[src/tst_pkg.sv]
// Shared constants, codes and record types of the task slot table.
package tst_pkg;

  localparam int SLOTS   = 16;
  localparam int SLOT_W  = (SLOTS > 1) ? $clog2(SLOTS) : 1;
  localparam int CNT_W   = $clog2(SLOTS + 1);
  localparam int MAX_RES = 16;
  localparam int LIM_W   = 5;

  typedef enum logic [2:0] {
    MODE_SPAWN      = 3'd0,
    MODE_START      = 3'd1,
    MODE_COMPLETE   = 3'd2,
    MODE_CANCEL     = 3'd3,
    MODE_CPU_REPORT = 3'd4,
    MODE_MEM_REPORT = 3'd5,
    MODE_LIST_OWNER = 3'd6,
    MODE_LIST_STATE = 3'd7
  } mode_e;

  localparam logic [2:0] PH_SPAWNED   = 3'd0;
  localparam logic [2:0] PH_RUNNING   = 3'd1;
  localparam logic [2:0] PH_COMPLETED = 3'd2;
  localparam logic [2:0] PH_CANCELLED = 3'd3;
  localparam logic [2:0] PH_FAILED    = 3'd5;

  localparam logic [1:0] ST_OK     = 2'd0;
  localparam logic [1:0] ST_REJECT = 2'd1;
  localparam logic [1:0] ST_EMPTY  = 2'd2;

  typedef struct packed {
    logic [2:0]  phase;
    logic [15:0] owner;
    logic [63:0] ttl;
    logic [63:0] cycle_limit;
    logic [31:0] byte_limit;
    logic        sandbox;
    logic [31:0] result;
    logic [7:0]  out_len;
    logic [63:0] cycles_spent;
    logic [31:0] mem_used;
  } rec_t;

  typedef struct packed {
    mode_e       mode;
    logic [31:0] result_value;
    logic [7:0]  out_len;
    logic [63:0] amount;
  } cmd_t;

  typedef struct packed {
    logic ok;
    rec_t rec;
  } upd_t;

endpackage

[src/tst_upd.sv]
// Read-modify-write unit: applies one lifecycle command to a slot record.
module tst_upd (
  input  tst_pkg::cmd_t cmd_i,
  input  tst_pkg::rec_t rec_i,
  output tst_pkg::upd_t upd_o
);
  import tst_pkg::*;

  logic [64:0] cpu_sum;
  logic [63:0] cpu_new;
  logic [32:0] mem_sum;

  assign cpu_sum = {1'b0, rec_i.cycles_spent} + {1'b0, cmd_i.amount};
  assign cpu_new = cpu_sum[64] ? '1 : cpu_sum[63:0];
  assign mem_sum = {1'b0, rec_i.mem_used} + {1'b0, cmd_i.amount[31:0]};

  always_comb begin
    upd_o.ok  = 1'b0;
    upd_o.rec = rec_i;
    unique case (cmd_i.mode)
      MODE_START: begin
        if (rec_i.phase == PH_SPAWNED) begin
          upd_o.rec.phase = PH_RUNNING;
          upd_o.ok        = 1'b1;
        end
      end
      MODE_COMPLETE: begin
        if (rec_i.phase == PH_RUNNING) begin
          upd_o.rec.phase   = PH_COMPLETED;
          upd_o.rec.result  = cmd_i.result_value;
          upd_o.rec.out_len = cmd_i.out_len;
          upd_o.ok          = 1'b1;
        end
      end
      MODE_CANCEL: begin
        if (rec_i.phase == PH_SPAWNED || rec_i.phase == PH_RUNNING) begin
          upd_o.rec.phase = PH_CANCELLED;
          upd_o.ok        = 1'b1;
        end
      end
      MODE_CPU_REPORT: begin
        if (rec_i.phase == PH_RUNNING) begin
          upd_o.rec.cycles_spent = cpu_new;
          // A nonzero budget that is now exceeded fails the task.
          if (rec_i.cycle_limit != '0 && cpu_new > rec_i.cycle_limit) begin
            upd_o.rec.phase  = PH_FAILED;
            upd_o.rec.result = '1;
          end
          upd_o.ok = 1'b1;
        end
      end
      MODE_MEM_REPORT: begin
        if (rec_i.phase == PH_RUNNING) begin
          upd_o.rec.mem_used = (|cmd_i.amount[63:32] || mem_sum[32]) ? '1 : mem_sum[31:0];
          upd_o.ok           = 1'b1;
        end
      end
      default: begin
        upd_o.ok = 1'b0;
      end
    endcase
  end

endmodule

[config.mk]
export PLATFORM = sky130hd
export DESIGN_NAME = tst_upd
export DESIGN_NICKNAME = d
export VERILOG_FILES = /design/src/tst_pkg.sv /design/src/tst_upd.sv
export SDC_FILE = /design/constraint.sdc
export NUM_CORES = 1
export LEC_CHECK = 0
export BUFFER_PORTS_ARGS = -buffer_cell sky130_fd_sc_hd__buf_4
export CAP_MARGIN = 0
export CORE_AREA = 3 3 290 292
export DETAILED_ROUTE_END_ITERATION = 10
export DIE_AREA = 0 0 293 295
export PLACE_DENSITY = 0.32
export SLEW_MARGIN = 20
export SYNTH_ARGS = -nofsm -noshare
export SYNTH_HDL_FRONTEND = slang
export SYNTH_SLANG_ARGS = --single-unit
[constraint.sdc]
create_clock -name vclk -period 22.9
set_input_delay 4.58 -clock vclk [all_inputs]
set_output_delay 4.58 -clock vclk [all_outputs]
set_load 0.02 [all_outputs]
==> results.md, run 1 <==
* Status: finished clean
* IO Count at 740
* Hold wc startpoint: rec_i[153]
* Final Wtd Congestion at 0.834
* Number of core rows at 105
* Startpoint Class: input pin
* Worst-margin pin slew at 0.939 ns
* Avg Cell Area, Syn at 6.56 um2
* Syn_nets at 2204
* HPWL Detailed at 57800 um
* Count leader, synth: nand2_1
* Fillers at 9431
* Fin. Hold Viols at 0
* Crit path kind: in -> out
* Logic pwr share at 100.0%
* Non-Filler Instances at between 2000 and 3000
* CLK BUF at 0
* # placed instances at between 2000 and 3000
* VDD IR max at between 8 and 9 uV
* Die area at ~0.086 mm2
* Die width at 293 um
* Share of cells above drive strength 1 at 32.1%
* Vias in the first global route at 12800
* Crit. End Element: primary output
* Clock power share at 0%
* Slew Viols, Final at 0
* DR WL/cell at between 20 and 25 um
* Die H at 295 um
* Cells after Synth at 1619
* Nets@finish at 2495
* Total Routing Usage GR at 13.9%
* Starting density of the core at 13.0%
* CP Max Fanout at just over 100
* Overall Power at 418 uW
* Hold EP: upd_o[153]
* Pleak at 6.73 nW
* MaxCap Viol Count at 0
* Worst min path class: in -> out
* Post-CTS resize count at 0
* Largest cells by area after synthesis: ha_1, buf_4, nand2_1
* Storage element area at 0 um2
* Max-Slew Margin vs Limit at around 37%
* Switch share at 59.4%
* IO buf count at 514
* Final Util at around 18%
* Area leader, netlist: ha_1
* Sum of negative setup slack at 0 ns
* DRT Wirelength at between 60000 and 70000 um
* Placeable Area at around 0.082 mm2
* Seq_cells at 0
* Hold Slack at 9.16 ns
* Final Cycle Share at 67.7%
* Fin crit period at 15.51 ns
* Synth Cell Area at 0.0106 mm2
* Worst Path Arrival at 10.93 ns
* Initial antenna violation count at 5
* Post-synth cell types at 75
* Post-CTS Setup Inserts at 0
* Setup violations, final at 0
* Seq pwr share at 0%
* Initial DRC count at 722
* Commonest cells post-synth: nand2_1, buf_4, a21oi_1
* Largest net degree at the start of global routing at 103
* Yosys warnings at 0
* Unrepaired setup endpoints after global routing: false
* Min-Delay Path Depth at 0
* Seq/Total Area, Yosys at 0%
* Hold buffer count at cts at 0
* Routed vias at 12500
* First-pass GRT wire length at approximately 90000 um
* DRC Markers at 0
* Fmax at about 0.064 GHz
* Internal at around 170 uW
* Pwr dens at 29.1 mW/mm2
* Drt via density at roughly 4.2
* Net Sw Power at approximately 250 uW
* Worst path required time at 18.32 ns
* Drt pass-1 iters at 5
* Antenna viol nets, final at 0
* Layout area overhead at 35.2%
* Top-area cell type share of the netlist area at 18.8%
* Grt total ovfl at 0
[logic make-up after synthesis]
kind of cell / Yosys count / synth area share, %
AO/OA/AOI/OAI: 459 / 30.0
XOR/XNOR: 88 / 7.26
adder cells (fa/ha/maj): 162 / 19.2
buffers and inverters: 336 / 18.8
multiplexers: 6 / 0.695
AND/OR/NAND/NOR: 568 / 24.1
[stage by stage]
| step | worst slack, ns | area, um2 |
|---|---|---|
| floorplan | 9.19 | 10600 |
| global placement | 7.38 | 14300 |
| detailed placement | 7.17 | 14300 |
| CTS | 7.17 | 14300 |
| global route | 6.82 | 14400 |
| finish | 7.39 | 14400 |
[per-layer routing]
layer  global-route usage, %  wire length (um)  vias up
li1                        -                 -     6171
met1                    18.1             28300     5858
met2                    24.8             31700      457
met3                    1.75              3480       62
met4                    1.88               994        0
met5                       0                 0        -
[power groups by stage]
stage          sequential (mW)      clock, mW  combinational (mW)
2_1_floorplan                0              0               0.284
3_3_place_gp                 0              0               0.424
3_5_place_dp                 0              0               0.422
4_1_cts                      0              0               0.425
5_1_grt                      0              0               0.462
6_report                     0  0.00000000297               0.418
[worst max-delay path by stage]
stage | from | cells past startpoint | to | slack, ns
floorplan | cmd_i[0] | 25 | upd_o[105] | 9.19
global placement | cmd_i[0] | 25 | upd_o[123] | 7.38
detailed placement | cmd_i[0] | 25 | upd_o[123] | 7.17
CTS | cmd_i[0] | 25 | upd_o[123] | 7.17
global route | cmd_i[0] | 25 | upd_o[123] | 6.82
finish | cmd_i[0] | 25 | upd_o[123] | 7.39
[final cells by class]
cell class / count / area, um2 / area share [%]
multi-input cells: 1283 / 8680 / 60.5
inverters: 98 / 368 / 2.56
well taps: 1070 / 1340 / 9.32
repair buffers: 527 / 3970 / 27.6
diodes: 1 / 2.50 / 0.0174
[cell usage in the layout (no fill, tap or decap), drive strengths merged, types with 46 or more instances in the layout]
master,instances
nand2,226
nor2,156
inv,98
nand4,46
o21ai,72
ha,160
buf,527
a21oi,170
a31oi,68
xnor2,53
a21o,55
[critical path, stage by stage]
cell	delay (ns)
buf_4	0.12
ha_1	0.23
fa_1	0.44
a211oi_2	0.25
o21ai_2	0.15
o2111ai_2	0.24
a21boi_2	0.16
a21oi_2	0.38
o21ai_2	0.19
a31oi_1	0.46
o31a_2	0.46
buf_12	0.38
nand2_1	0.12
ha_1	0.32
a21o_1	0.16
a21o_1	0.17
a21oi_1	0.12
o21ai_0	0.09
nor3b_1	0.18
o21ai_0	0.37
a21oi_1	0.15
o21ai_2	0.17
buf_4	0.34
nand3_1	0.20
buf_4	0.20
No activity file was read; power rests on OpenSTA's default activity.
==> run 2, diff against run 1 <==
--- a/config.mk
+++ b/config.mk
@@ -10,7 +10,7 @@
 export CORE_AREA = 3 3 290 292
 export DETAILED_ROUTE_END_ITERATION = 10
 export DIE_AREA = 0 0 293 295
-export PLACE_DENSITY = 0.32
+export PLACE_DENSITY = 0.33
 export SLEW_MARGIN = 20
 export SYNTH_ARGS = -nofsm -noshare
 export SYNTH_HDL_FRONTEND = slang
==> constraint.sdc (replaced) <==
create_clock -name vclk -period 13.4
set_input_delay 2.68 -clock vclk [all_inputs]
set_output_delay 2.68 -clock vclk [all_outputs]
set_load 0.02 [all_outputs]
==> results.md, run 2 (synthesized netlist as in run 1, its figures left out) <==
* Status: finished clean
* Die area at between 0.08 and 0.09 mm2
* Initial DRC count at around 660
* Crit. End Element: primary output
* Unrepaired setup endpoints after global routing: false
* Worst min path class: in -> out
* Drt via density at 4.19
* Worst Path Arrival at 8.85 ns
* Drt pass-1 iters at 5
* IO buf count at 514
* Most frequent cells in the layout: buf_4, nand2_1, a21oi_1, ha_1, nor2_1
* Sum of negative setup slack at 0 ns
* Initial antenna violation count at 5
* Fin. Hold Viols at 0
* Routed vias at 12500
* Die H at a little under 300 um
* # diodes at 0
* Final Wtd Congestion at ~0.84
* Worst-margin pin slew at 0.953 ns
* First-pass GRT wire length at 90500 um
* Grt total ovfl at 0
* DRC Markers at 0
* Worst path required time at roughly 11 ns
* Post-CTS resize count at 0
* Starting density of the core at 13.0%
* Overall Power at 706 uW
* Setup violations, final at 0
* Layout area overhead at 35.0%
* Nets@finish at roughly 2500
* Number of core rows at 105
* Hold buffer count at cts at 0
* VDD IR max at 18.0 uV
* Placeable Area at roughly 0.082 mm2
* Seq_cells at 0
* Fmax at 0.0868 GHz
* HPWL Detailed at 59400 um
* Die width at 293 um
* Final Cycle Share at 86.0%
* Share of cells above drive strength 1 at between 30 and 40%
* Largest net degree at the start of global routing at 63
* Antenna viol nets, final at 0
* Pleak at 6.73 nW
* Crit path kind: in -> out
* DR WL/cell at 22.0 um
* Fillers at 9434
* Storage element area at 0 um2
* CP Max Fanout at between 60 and 70
* CLK BUF at 0
* MaxCap Viol Count at 0
* Pwr dens at 49.3 mW/mm2
* Startpoint Class: input pin
* Fin crit period at 11.53 ns
* Post-CTS Setup Inserts at 0
* IO Count at 740
* DRT Wirelength at 65500 um
* Commonest non-fill, non-tap cell in the layout: buf_4
* Slew Viols, Final at 0
* Vias in the first global route at 12900
* Total Routing Usage GR at between 10% and 20%
* Max-Slew Margin vs Limit at 35.9%
-- run 2: worst paths after layout --
kind                   start          to  slack (ns)  cells after the start
setup / recovery    cmd_i[0]  upd_o[315]        1.87                     26
hold / removal    rec_i[153]  upd_o[153]        5.36                      0
-- run 2: layout make-up --
| type | instances | area (um2) | area share [%] |
|---|---|---|---|
| multi-input combinational | 1283 | 8670 | 60.5 |
| timing repair buffer | 528 | 3960 | 27.6 |
| tap | 1070 | 1340 | 9.34 |
| inverter | 98 | 368 | 2.57 |
-- run 2: where the power goes --
group          switching [mW]  leakage, nW  total, mW  internal, mW
clock                       0            0          0             0
combinational           0.418         6.73      0.706         0.289
sequential                  0            0          0             0
-- run 2: per-layer routing --
layer  GRT usage, %  part of all wire [%]  up-vias
met4           2.76                   2.3        2
met1           17.8                    43     5765
li1               -                     -     6181
met2           24.3                    47      460
met5              0                 0.014        -
met3           3.58                   7.8       79
-- run 2: worst max-delay path: stages --
cell	delay (ns)
buf_4	0.12
ha_1	0.23
fa_1	0.44
a211oi_2	0.23
o21ai_2	0.14
o2111ai_2	0.22
a21boi_2	0.15
a21oi_2	0.39
o21ai_2	0.20
a31oi_1	0.40
o31a_2	0.22
buf_4	0.57
nand2b_1	0.23
ha_1	0.35
nor2b_1	0.11
o21ai_0	0.07
nand2b_1	0.08
a21oi_1	0.06
o21ai_0	0.20
nor3b_1	0.51
o21ai_0	0.18
a21oi_1	0.25
o21ai_2	0.13
buf_4	0.25
nand2b_1	0.16
buf_4	0.16
-- run 2: stage by stage --
step	cell area [um2]	setup WS, ns	hold WS, ns	std cells	util [%]
floorplan	10600	3.49	5.44	1619	-
global placement	14300	1.55	5.36	2979	17.5
detailed placement	14300	1.48	5.36	2979	17.5
CTS	14300	1.45	5.36	2979	17.5
global route	14300	1.14	5.36	2979	17.5
finish	14300	1.87	5.36	2979	17.5
==> run 3, diff against run 2 <==
==> config.mk (replaced) <==
export PLATFORM = sky130hd
export DESIGN_NAME = tst_upd
export DESIGN_NICKNAME = d
export VERILOG_FILES = /design/src/tst_pkg.sv /design/src/tst_upd.sv
export SDC_FILE = /design/constraint.sdc
export NUM_CORES = 1
export LEC_CHECK = 0
export CAP_MARGIN = 0
export CORE_AREA = 3 3 287 289
export DETAILED_ROUTE_END_ITERATION = 10
export DIE_AREA = 0 0 290 292
export DONT_BUFFER_PORTS = 1
export PLACE_DENSITY = 0.3
export SLEW_MARGIN = 20
export SYNTH_ARGS = -nofsm -noshare
export SYNTH_HDL_FRONTEND = slang
export SYNTH_SLANG_ARGS = --single-unit
==> constraint.sdc (replaced) <==
create_clock -name vclk -period 9.8
set_input_delay 1.96 -clock vclk [all_inputs]
set_output_delay 1.96 -clock vclk [all_outputs]
set_load 0.02 [all_outputs]
==> results.md, run 3 (synthesized netlist as in run 1, its figures left out) <==
* Die width at 290 um
* Worst-margin pin slew at about 1.1 ns
* CP Max Fanout at 35
* Placeable Area at 0.0802 mm2
* Die H at 292 um
* VDD IR max at roughly 18 uV
* DR WL/cell at 24.2 um
* Seq_cells at 0
* Post-CTS Setup Inserts at 0
* Drt via density at 4.39
* Pleak at 4.38 nW
* MaxCap Viol Count at 0
* Layout area overhead at 0.777%
* Hold Slack at 3.92 ns
* Met3 Use GR at between 3 and 4%
* DP Worst Slack at -0.162 ns
* Vias in the first global route at around 11000
* Fin worst setup slack at between 0.3 and 0.4 ns
* Unrepaired setup endpoints after global routing: false
* Worst min path class: in -> out
* Worst Path Arrival at approximately 7.5 ns
* DRT Wirelength at 59900 um
* Storage element area at 0 um2
* Final Wtd Congestion at between 0.8 and 0.9
* Worst path required time at 7.84 ns
* Startpoint Class: input pin
* Final Cycle Share at 96.8%
* Pwr dens at 71.3 mW/mm2
* HPWL Detailed at 53900 um
* Initial antenna violation count at 5
* Max-Slew Margin vs Limit at between 20% and 30%
* Crit. End Element: primary output
* Routed vias at 10900
* GR Util met2 at a little under a quarter
* Most Used Layer, Global Route: met2
* GR Util met1 at around 16%
* Grt total ovfl at 0
* Crit path kind: in -> out
* Most frequent cells in the layout: nand2_1, a21oi_1, ha_1, nor2_1, inv_1
* IO Count at between 700 and 800
* Share of cells above drive strength 1 at 8.70%
* Nets@finish at 2001
* Setup violations, final at 0
* Starting density of the core at 13.3%
* Number of core rows at 104
* Slew Viols, Final at 0
* IO buf count at 0
* Fmax at 0.105 GHz
* Die area at 0.0847 mm2
* Initial DRC count at 591
* CLK BUF at 0
* Largest net degree at the start of global routing at 66
* Fin. Hold Viols at 0
* Total Routing Usage GR at 13.1%
* First-pass GRT wire length at 82300 um
* Status: finished clean
* Antenna viol nets, final at 0
* Commonest non-fill, non-tap cell in the layout: nand2_1
* DRC Markers at 0
* Drt pass-1 iters at 5
* Fin crit period at between 9 and 10 ns
run 3: where the power goes:
part	leakage [nW]	switching [mW]	internal [mW]
sequential	0	0	0
clock	0.00000634	0	0.0000000156
combinational	4.38	0.491	0.272
run 3: final cells by class:
class,instances,area [um2]
multi-input combinational,1283,8710
antenna,1,2.50
fill,9404,69500
inverter,98,368
timing repair buffer,33,293
tap,1060,1330
run 3: repair_timing:
item | 4_1_cts | 5_1_grt
cloned | 0 | 0
endpoints found under the setup margin | 33 | 33
pin swaps | 0 | 0
hold buffers | 0 | 0
gates resized for setup | 2 | 8
run 3: critical path: stages:
cell and delay, ns:
ha_1 0.22, fa_1 0.44, a211oi_2 0.26, o21ai_2 0.16, o2111ai_2 0.26, a21boi_4 0.15, a21oi_2 0.27, o21ai_2 0.18
a31oi_1 0.35, o31a_2 0.25, buf_12 0.22, buf_8 0.31, nand2_1 0.14, ha_1 0.31, a21o_1 0.16, a21oi_1 0.16
o21ai_0 0.18, nand2_1 0.13, o211ai_1 0.20, a221o_1 0.35, o21ai_2 0.26, buf_12 0.22, nand3_1 0.10, buf_4 0.17
run 3: worst paths after layout:
check / startpoint / endpoint / slack, ns / cells after the start
setup / recovery: cmd_i[0] / upd_o[130] / 0.32 / 24
hold / removal: rec_i[136] / upd_o[136] / 3.92 / 0
run 3: routing by layer:
layer	share of wire [%]	routed length [um]	vias to the layer above
li1	-	-	5178
met1	41	24300	5153
met2	50	29800	470
met3	7.5	4480	72
met4	2.2	1300	0
met5	0	0	-
run 3: stage by stage:
stage / total power, mW / utilization [%] / std cells / TNS, ns / cell area, um2
detailed placement: 0.767 / 13.3 / 2474 / -4.86 / 10700
global route: 0.850 / 13.4 / 2475 / 0 / 10700
finish: 0.763 / 13.4 / 2475 / 0 / 10700
floorplan: 0.663 / - / 1619 / 0 / 10600
global placement: 0.770 / 13.3 / 2474 / -5.29 / 10700
CTS: 0.772 / 13.3 / 2474 / 0 / 10700
